[config.mk]
export PLATFORM = sky130hd
export DESIGN_NAME = buddy_block_release_merge_unit
export DESIGN_NICKNAME = d
export VERILOG_FILES = /design/src/sv/bbrm_pkg.sv /design/src/sv/bbrm_map.sv /design/src/sv/buddy_block_release_merge_unit.sv
export SDC_FILE = /design/constraint.sdc
export NUM_CORES = 2
export LEC_CHECK = 0
export ABC_AREA = 1
export BUFFER_PORTS_ARGS = -buffer_cell sky130_fd_sc_hd__buf_4
export CAP_MARGIN = 40
export CORE_UTILIZATION = 58
export CTS_BUF_LIST = sky130_fd_sc_hd__clkbuf_4 sky130_fd_sc_hd__clkbuf_8 sky130_fd_sc_hd__clkbuf_16
export DETAILED_ROUTE_END_ITERATION = 16
export HOLD_SLACK_MARGIN = 0.12
export PLACE_DENSITY_LB_ADDON = 0.15
export SKIP_CTS_REPAIR_TIMING = 1
export SKIP_LAST_GASP = 1
export SYNTH_ARGS = -nofsm -noshare
export SYNTH_HDL_FRONTEND = slang
export SYNTH_SLANG_ARGS = --single-unit
export TNS_END_PERCENT = 5
[constraint.sdc]
create_clock -name clk_i -period 132.5 [get_ports clk_i]
set_input_delay 39.75 -clock clk_i [delete_from_list [all_inputs] [get_ports clk_i]]
set_output_delay 39.75 -clock clk_i [all_outputs]
set_load 0.02 [all_outputs]
[src/sv/bbrm_pkg.sv]
// ----------------------------------------------------------------------------
// Buddy block release/merge package
// Shared constants, command codes and sequencer states.
// ----------------------------------------------------------------------------
package bbrm_pkg;

  localparam int NumOrdersDef = 10;
  localparam int AddrBitsDef  = 10;

  localparam int CmdW   = 2;
  localparam int OrderW = 4;
  localparam int AddrW  = 10;

  typedef enum logic [CmdW-1:0] {
    CMD_LOAD    = 2'd0,
    CMD_RELEASE = 2'd1,
    CMD_QUERY   = 2'd2,
    CMD_BAD     = 2'd3
  } cmd_e;

  typedef enum logic [2:0] {
    ST_IDLE,
    ST_PROBE,
    ST_TEST,
    ST_MARK,
    ST_QREAD,
    ST_QWAIT,
    ST_RESP
  } state_e;

endpackage

[src/sv/bbrm_map.sv]
// ----------------------------------------------------------------------------
// Buddy free map
// Single-port bit memory with registered read and a clearing sweep after reset.
// ----------------------------------------------------------------------------
module bbrm_map import bbrm_pkg::*; #(
  parameter int ADDR_BITS = AddrBitsDef,
  localparam int MapIdxW  = ADDR_BITS + 1
) (
  input  logic               clk_i,
  input  logic               rst_ni,
  input  logic               we_i,
  input  logic [MapIdxW-1:0] idx_i,
  input  logic               wdata_i,
  output logic               rdata_o,
  output logic               clearing_o
);

  localparam int MapDepth = 2 ** MapIdxW;

  logic               map_mem_q [MapDepth];
  logic               rdata_q;
  logic [MapIdxW-1:0] clr_q, clr_d;
  logic               clearing_q, clearing_d;

  always_comb begin
    clr_d      = clr_q;
    clearing_d = clearing_q;
    if (clearing_q) begin
      clr_d = clr_q + MapIdxW'(1);
      if (clr_q == '1) begin
        clearing_d = 1'b0;
      end
    end
  end

  always_ff @(posedge clk_i or negedge rst_ni) begin
    if (!rst_ni) begin
      clr_q      <= '0;
      clearing_q <= 1'b1;
    end else begin
      clr_q      <= clr_d;
      clearing_q <= clearing_d;
    end
  end

  always_ff @(posedge clk_i) begin
    if (clearing_q) begin
      map_mem_q[clr_q] <= 1'b0;
    end else if (we_i) begin
      map_mem_q[idx_i] <= wdata_i;
    end
    rdata_q <= map_mem_q[idx_i];
  end

  assign rdata_o    = rdata_q;
  assign clearing_o = clearing_q;

endmodule

[src/sv/buddy_block_release_merge_unit.sv]
// ----------------------------------------------------------------------------
// Buddy block release/merge unit
// Loads, releases (with buddy merging) and queries blocks in a free map.
// ----------------------------------------------------------------------------
// An error goes straight to the response, a load marks the block and responds, a
// query reads the map, waits for the registered bit and responds. A release probes
// the buddy, tests and clears it per merge and probes again, then marks the block
// (no test once merging reaches the top order); each merge is one free-map read
// and one write on the single map port. The next start beat is taken in the cycle
// after the done strobe. Reset clears the map, busy high; results never stall.
module buddy_block_release_merge_unit import bbrm_pkg::*; #(
  parameter int NUM_ORDERS = NumOrdersDef,
  parameter int ADDR_BITS  = AddrBitsDef
) (
  input  logic              clk_i,
  input  logic              rst_ni,
  input  logic              start,
  output logic              busy,
  input  logic [CmdW-1:0]   cmd_i,
  input  logic [OrderW-1:0] order_i,
  input  logic [AddrW-1:0]  address_i,
  output logic              done_o,
  output logic              status_o,
  output logic [OrderW-1:0] final_order_o,
  output logic [AddrW-1:0]  final_address_o,
  output logic              is_free_o
);

  localparam int MapIdxW = ADDR_BITS + 1;
  localparam int KW      = (NUM_ORDERS > 2) ? $clog2(NUM_ORDERS) : 1;
  localparam int CalcW   = (MapIdxW + 1 > AddrW) ? MapIdxW + 1 : AddrW;
  localparam logic [CalcW-1:0] MapBits = CalcW'(1) << MapIdxW;

  // Order k occupies 2^(ADDR_BITS-k) bits starting after all lower orders.
  function automatic logic [MapIdxW-1:0] map_index(input logic [KW-1:0] k,
                                                   input logic [AddrW-1:0] a);
    logic [CalcW-1:0] base;
    logic [CalcW-1:0] off;
    base = MapBits - (MapBits >> k);
    off  = CalcW'(a) >> k;
    return MapIdxW'(base + off);
  endfunction

  state_e             state_q, state_d;
  logic [KW-1:0]      k_q, k_d;
  logic [AddrW-1:0]   a_q, a_d;
  logic               err_q, err_d;
  logic               free_q, free_d;

  logic               map_we;
  logic               map_wdata;
  logic [MapIdxW-1:0] map_idx;
  logic [MapIdxW-1:0] self_idx;
  logic               map_rdata;
  logic               map_clearing;
  logic               accept;
  logic               in_err;
  logic               can_merge;
  cmd_e               cmd;

  assign cmd      = cmd_e'(cmd_i);
  assign accept   = start && !busy;
  assign self_idx = map_index(k_q, a_q);

  // The buddy of a block sits next to it in the map: flip the lowest index bit.
  assign can_merge = ((32'(k_q) + 1) < NUM_ORDERS) && (32'(k_q) < ADDR_BITS);

  always_comb begin
    in_err = 1'b0;
    if (cmd == CMD_BAD) begin
      in_err = 1'b1;
    end
    if (32'(order_i) >= NUM_ORDERS || 32'(order_i) > ADDR_BITS) begin
      in_err = 1'b1;
    end
    if ((CalcW'(address_i) >> ADDR_BITS) != '0) begin
      in_err = 1'b1;
    end
    if ((address_i & ~({AddrW{1'b1}} << order_i)) != '0) begin
      in_err = 1'b1;
    end
  end

  always_comb begin
    state_d   = state_q;
    k_d       = k_q;
    a_d       = a_q;
    err_d     = err_q;
    free_d    = free_q;
    map_we    = 1'b0;
    map_wdata = 1'b0;
    map_idx   = self_idx;
    unique case (state_q)
      ST_IDLE: begin
        if (accept) begin
          free_d = 1'b0;
          err_d  = in_err;
          k_d    = KW'(order_i);
          a_d    = address_i;
          if (in_err) begin
            k_d     = '0;
            a_d     = '0;
            state_d = ST_RESP;
          end else begin
            unique case (cmd)
              CMD_LOAD:    state_d = ST_MARK;
              CMD_RELEASE: state_d = ST_PROBE;
              CMD_QUERY:   state_d = ST_QREAD;
              default:     state_d = ST_RESP;
            endcase
          end
        end
      end
      ST_PROBE: begin
        map_idx = self_idx ^ MapIdxW'(1);
        state_d = can_merge ? ST_TEST : ST_MARK;
      end
      ST_TEST: begin
        map_idx = self_idx ^ MapIdxW'(1);
        if (map_rdata) begin
          map_we    = 1'b1;
          map_wdata = 1'b0;
          a_d       = a_q & ~(AddrW'(1) << k_q);
          k_d       = k_q + KW'(1);
          state_d   = ST_PROBE;
        end else begin
          state_d = ST_MARK;
        end
      end
      ST_MARK: begin
        map_we    = 1'b1;
        map_wdata = 1'b1;
        state_d   = ST_RESP;
      end
      ST_QREAD: begin
        state_d = ST_QWAIT;
      end
      ST_QWAIT: begin
        free_d  = map_rdata;
        state_d = ST_RESP;
      end
      ST_RESP: begin
        state_d = ST_IDLE;
      end
      default: begin
        state_d = ST_IDLE;
      end
    endcase
  end

  always_ff @(posedge clk_i or negedge rst_ni) begin
    if (!rst_ni) begin
      state_q <= ST_IDLE;
    end else begin
      state_q <= state_d;
    end
  end

  always_ff @(posedge clk_i) begin
    k_q    <= k_d;
    a_q    <= a_d;
    err_q  <= err_d;
    free_q <= free_d;
  end

  bbrm_map #(
    .ADDR_BITS(ADDR_BITS)
  ) u_map (
    .clk_i     (clk_i),
    .rst_ni    (rst_ni),
    .we_i      (map_we),
    .idx_i     (map_idx),
    .wdata_i   (map_wdata),
    .rdata_o   (map_rdata),
    .clearing_o(map_clearing)
  );

  assign busy            = (state_q != ST_IDLE) || map_clearing;
  assign done_o          = (state_q == ST_RESP);
  assign status_o        = err_q;
  assign final_order_o   = OrderW'(k_q);
  assign final_address_o = a_q;
  assign is_free_o       = free_q;

  a_accept_busy: assert property (@(posedge clk_i) disable iff (!rst_ni)
    accept |=> busy)
    else $error("accepted beat did not raise busy");

  a_done_frees: assert property (@(posedge clk_i) disable iff (!rst_ni)
    done_o |=> !busy && !done_o)
    else $error("unit did not return to idle after a result");

  a_err_zero: assert property (@(posedge clk_i) disable iff (!rst_ni)
    done_o && status_o |-> final_order_o == '0 && final_address_o == '0 && !is_free_o)
    else $error("error result carries nonzero fields");

  a_no_write_idle: assert property (@(posedge clk_i) disable iff (!rst_ni)
    map_we |-> state_q == ST_TEST || state_q == ST_MARK)
    else $error("free map written outside a write step");

endmodule
# --- After elaboration in Yosys (flattened, before gate mapping) ---
# Memory sizes are Yosys's and may differ from the RTL's. A register that Yosys moved wholly into a read port is not among the register bits.
# Cells that the tools add are included.
word_totals:
  memories: 1
  ff_bits: 31
  inputBits: 19
  ram_bits: 2048
  output_inout_bits: 18
classes:
  eq_ne: 12
  n_addsub: 5
  n_shift: 4
  reduce_logical: 17
  muxes: 33
  magnitude_cmp: 4
  bitwise: 5
memory_table:
  columns: ["memory", "depth", "width", "read_ports", "rd_ports_with_merged_regs", "wr", "line_no", "rtl"]
  rows:
  - ["u_map.map_mem_q", 2048, 1, 1, 1, 1, "bbrm_map.sv:20", "logic map_mem_q [MapDepth];"]
op_table:
  columns: ["operator", "n"]
  rows:
  - ["$mux W10", 3]
  - ["$and A10 B10 Y10", 2]
  - ["$not A10 Y10", 2]
  - ["$pmux W10 S2", 1]
  - ["$mux W1", 17]
  - ["$pmux W3 S5", 1]
  - ["$mux W4", 3]
  - ["$shr A12 B4 Y11 const A", 1]
  - ["$add A11 B1 Y11 const B", 1]
  - ["$add A11 B11 Y11", 1]
  - ["$eq A11 B11 Y1 const B", 1]
  - ["$mux W11", 1]
  - ["$shr A10 B4 Y11", 1]
  - ["$sub A1 B11 Y11 const A", 1]
  - ["$reduce_bool A10 Y1", 1]
  - ["$shl A1 B4 Y10 const A", 1]
  - ["$shl A10 B4 Y10 const A", 1]
  - ["$eq A3 B3 Y1 const B", 3]
  - ["$pmux W3 S3", 1]
  - ["$pmux W4 S2", 1]
  - ["$eq A3 B2 Y1 const B", 2]
  - ["$mux W3", 2]
  - ["$add A4 B1 Y5 const B", 1]
  - ["$lt A5 B4 Y1 const B", 1]
  - ["other kinds (23)", 30]

# --- Logic depth before layout (Yosys ltp) ---
depth:
  word_depth: 8
  ltp_mapped: 29
  mapped_depth_nobuf: 26

# --- Hierarchy ---
# From an unflattened synthesis, not the netlist that was laid out.
hier_totals:
  cells_unflattened: 9670
  area_unflattened_um2: 95190.0
modules_own_cells:
  columns: ["mod", "n_inst", "cells_per_inst", "area_each_um2"]
  rows:
  - ["bbrm_map", 1, 9349, 92976.7]
  - ["buddy_block_release_merge_unit", 1, 321, 2213.4]

# --- Worst setup path before layout ---
# Ideal clock, no wire load.
synth_timing:
  path_type: "register -> register"
  from: "register state_q[2]"
  to: "memory u_map.map_mem_q[0], data pin"
  setup_time_ns: 20.977
  arrival_ns: 107.879
  t_required_ns: 111.523
  stages_incl_launch_ff: 2
  synth_period_minus_slack_ns: 128.856
  setup_slack_ns: 3.644
  cell_sequence: "dfrtp_1 nor4_1"
synth_via:
  elab_chain_len: 7
synth_lines:
  columns: ["item", "line_no", "rtl"]
  rows:
  - ["start: declaration", "buddy_block_release_merge_unit.sv:44", "state_e state_q, state_d;"]
  - ["start signal: assignment", "buddy_block_release_merge_unit.sv:155", "state_q <= state_d;"]
  - ["$eq A3 B2 Y1", "buddy_block_release_merge_unit.sv:93", "unique case (state_q)"]
  - ["$pmux W1 S2", "buddy_block_release_merge_unit.sv:93", null]
  - ["$mux W1", "bbrm_map.sv:49", "end else if (we_i) begin"]
  - ["$mux W1", "bbrm_map.sv:47", "if (clearing_q) begin"]
  - ["$mux W1 (not written as such)", "bbrm_map.sv:50", "map_mem_q[idx_i] <= wdata_i;"]
  - ["$reduce_or A1 Y1 (no source line)", null, null]
  - ["$mux W1 (no source line) (*)", null, null]
  - ["end: declaration", "bbrm_map.sv:20", null]
# Every way passes the cells marked *; elsewhere a longest branch is shown, timed or not.

# --- Worst setup path in the final report ---
layout_timing:
  from: "register state_q[0]"
  to: "output busy"
layout_via:
  elab_chain_len: 2
layout_lines:
  columns: ["item", "line_no", "rtl"]
  rows:
  - ["$reduce_bool A3 Y1", "buddy_block_release_merge_unit.sv:178", "assign busy = (state_q != ST_IDLE) || map_clearing;"]
  - ["$logic_or A1 B1 Y1", "buddy_block_release_merge_unit.sv:178", null]
  - ["end: declaration", "buddy_block_release_merge_unit.sv:18", "output logic busy,"]
# No other way between the ends.

==> metrics.md <==
| Metric | Value |
|---|---|
| Outcome | finished clean |
| Gr usage total | 34.3% |
| Worst-path clk slew | 0.06 ns |
| Worst endpoint required time | 92.75 ns |
| I/O pin count | 37 |
| Layout Nets | 9137 |
| Total Wirelength | 293000 µm |
| Clk_lat worst skew | 0.85 ns |
| Number of global-route vias before repair | 72100 |
| CTS tree | yes |
| DRT iter0 DRCs | 10600 |
| Port bufs | 36 |
| DR pass1 iterations | 6 |
| Global-route wire length before repair | 442000 µm |
| Setup Viol. Count Final | 0 |
| Synth-to-Final Area Change | 8.66% |
| Mapped cell area | 97200 µm² |
| Fmax achieved | 23.9 MHz |
| Root buffer cell | clkbuf_16 |
| Final hold violation count | 0 |
| Global route total overflow | 0 |
| Max stage delay cell, worst path | dfrtp_1 |
| Hold path depth | 1 |
| Met1 GRT Util | 46.3% |
| Slew margin rel. | 8.99% |
| Reg-to-reg slack, setup | 124.43 ns |
| Max Cap Viol | 0 |
| FF+latch area | 62400 µm² |
| Share of the yosys chip area belonging to registers | 64.2% |
| Synthesized instance count | 9733 |
| DR vias/cell | 6.61 |
| Max Slew Vio Count | 0 |
| GR Util met3 | 7.00% |
| ANT nets after route | 0 |
| Most frequent CP cell | nor2_1 |
| Die area | 169000 µm² |
| Worst-margin pin slew | 1.37 ns |
| Worst Setup End Kind | output port |
| Worst Hold Class | reg -> reg |
| H-tree lvl count | 4 |
| Met2 Use GR | 54.8% |
| EDFF count, synth | 2064 |
| Area leader, netlist | edfxtp_1 |
| Initial Util | 58.6% |
| Count leader, synth | nand2_1 |
| Hold Path End | u_map.clr_q[10] |
| Critical-path cell list | nor2_1, inv_1, nor2_1, nand2_1, buf_4 |
| Routed wire per std cell | 25.6 µm |
| RSZ-0062 raised after global routing | no |
| Residual DRC | 0 |
| Row count | 149 |
| Die height | 411 µm |
| R2r startpoint | final_order_o[0] |
| Worst endpoint data arrival time | 2.08 ns |
| FF-to-FF End | u_map.rdata_o |
| Via Count | 75700 |
| Final min period | 41.83 ns |
| Synth Area per Inst | 9.98 µm² |
| Post-synthesis cell type count | 42 |
| Share of layout cells above drive strength 1 | 6.92% |
| Most frequent cells after synthesis | nand2_1, nand3_1, edfxtp_1 |
| Synth Warn # | 0 |
| Hold Path Origin | u_map.clr_q[10] |
| Pin count of the biggest net entering global routing | 217 |
| Crit share post-route | 31.6% |
| CP peak stage delay | 0.45 ns |
| Initial antenna violation count | 4 |
| Most Used Layer, Global Route | met2 |
| Crit Path Class | reg -> out |
| Top post-synthesis cells by area | edfxtp_1, nand3_1, nor3_1, nand2_1, clkbuf_1 |
| GP Congestion | 0.868 |
| Area of the multi-input gates | 30500 µm² |
| Clock buffer depth | 3 |
| Die Wd | 411 µm |
| Sum Neg Setup Slack | 0 ns |
| DP HPWL | 146000 µm |
| Core Box Area | 166000 µm² |
| Fill cells | 13300 |
| Clock Skew | 0.0225 ns |
| Synth Register Bits | 2080 |
| Syn nets | 9774 |
| CTS buffer count | 214 |
| CP startpoint kind | flip-flop |
| Top cell type's share of synthesized area | 63.8% |
| Main synth FF type | edfxtp_1 |
| Reg2Reg Depth | 26 |
| Max FO, Critical Path | 8 |
| CTS Sinks | 2080 |
| Synth async-reset ratio | 0.721% |
==> flip-flops by register name, indices dropped and copies added (netlist names) <==
register,cells
final_address_o,10
final_order_o,4
is_free_o,1
state_q,3
status_o,1
u_map.clearing_o,1
u_map.clr_q,11
u_map.map_mem_q,2048
u_map.rdata_o,1
==> layer usage <==
layer  up-vias  part of all wire, %  wire length (µm)
li1      33500                    -                 -
met1     37100                   38            113000
met2      4439                   47            136000
met3       693                   11             33500
met4         4                  3.7             10800
met5         -               0.0095                28
==> area by class of cell <==
| class | instances | share of cell area, % |
|---|---|---|
| Multi-Input combinational cell | 6487 | 28.9 |
| Sequential cell | 2080 | 59.1 |
| Timing Repair Buffer | 240 | 2.77 |
| Tap cell | 2189 | 2.59 |
| Clock buffer | 281 | 5.67 |
| Clock inverter | 98 | 0.705 |
| Antenna cell | 1 | 0.00237 |
| Inverter | 73 | 0.278 |
==> cells by family after synthesis <==
logic type / Yosys count / synth area share, %
muxes: 2 / 0.0206
and+or+nand+nor: 6377 / 30.0
buffers and inverters: 1166 / 4.91
xor gates and xnor gates: 16 / 0.152
adders and majority gates: 22 / 0.291
DFF: 2080 / 64.2
AOI/OAI and AO/OA: 70 / 0.427
==> through the flow <==
stage / setup WS, ns / utilization [%] / std cells / hold slack [ns] / instance area, µm²
5_1_grt: 90.56 / 63.7 / 11400 / 0.542 / 106000
3_5_place_dp: 90.86 / 59.7 / 11100 / 0.497 / 98900
6_report: 90.67 / 63.7 / 11400 / 0.499 / 106000
2_1_floorplan: 3.64 / - / 9733 / 0.467 / 97200
4_1_cts: 90.64 / 63.7 / 11400 / 0.509 / 106000
3_3_place_gp: 90.76 / 58.8 / 11000 / 0.491 / 97500
==> worst max-delay path, delay by kind of cell (launching register included) <==
family | cells | cell delay [ns]
buffers and inverters | 2 | 0.25
AND/OR/NAND/NOR | 3 | 0.52
flip-flops | 1 | 0.45
==> cell usage in the layout, fill, tap and decap left out, drive strengths merged, types with 2 or more instances in the layout <==
| cell | Yosys | routed |
|---|---|---|
| o22ai | 3 | 3 |
| mux2i | 2 | 2 |
| ha | 21 | 21 |
| o31ai | 7 | 7 |
| nand4 | 2 | 2 |
| o21ai | 34 | 34 |
| nor3 | 2057 | 2057 |
| a21oi | 12 | 12 |
| a21boi | 2 | 2 |
| edfxtp | 2064 | 2064 |
| nor2 | 43 | 43 |
| or2 | 3 | 3 |
| clkinv | 3 | 83 |
| dfrtp | 14 | 14 |
| xnor2 | 3 | 3 |
| inv | 70 | 73 |
| buf | 424 | 240 |
| xor2 | 13 | 13 |
| clkinvlp | 0 | 3 |
| clkbuf | 669 | 281 |
| nand2 | 2177 | 2177 |
| nand3 | 2093 | 2093 |
| bufinv | 0 | 12 |
| o211ai | 2 | 2 |
| o21bai | 2 | 2 |
==> how the worst max path moves through the flow <==
stage	from	to	slack (ns)	cells past startpoint
detailed placement	order_i[2]	final_order_o[2]	90.86	10
CTS	state_q[0]	busy	90.64	5
global placement	order_i[2]	final_order_o[2]	90.76	10
finish	state_q[0]	busy	90.67	5
floorplan	state_q[2]	u_map.map_mem_q[0]	3.64	1
global route	state_q[0]	busy	90.56	5
Power is not shown: default switching activity piles up to over one toggle a cycle in this logic, so the estimate is an artifact.
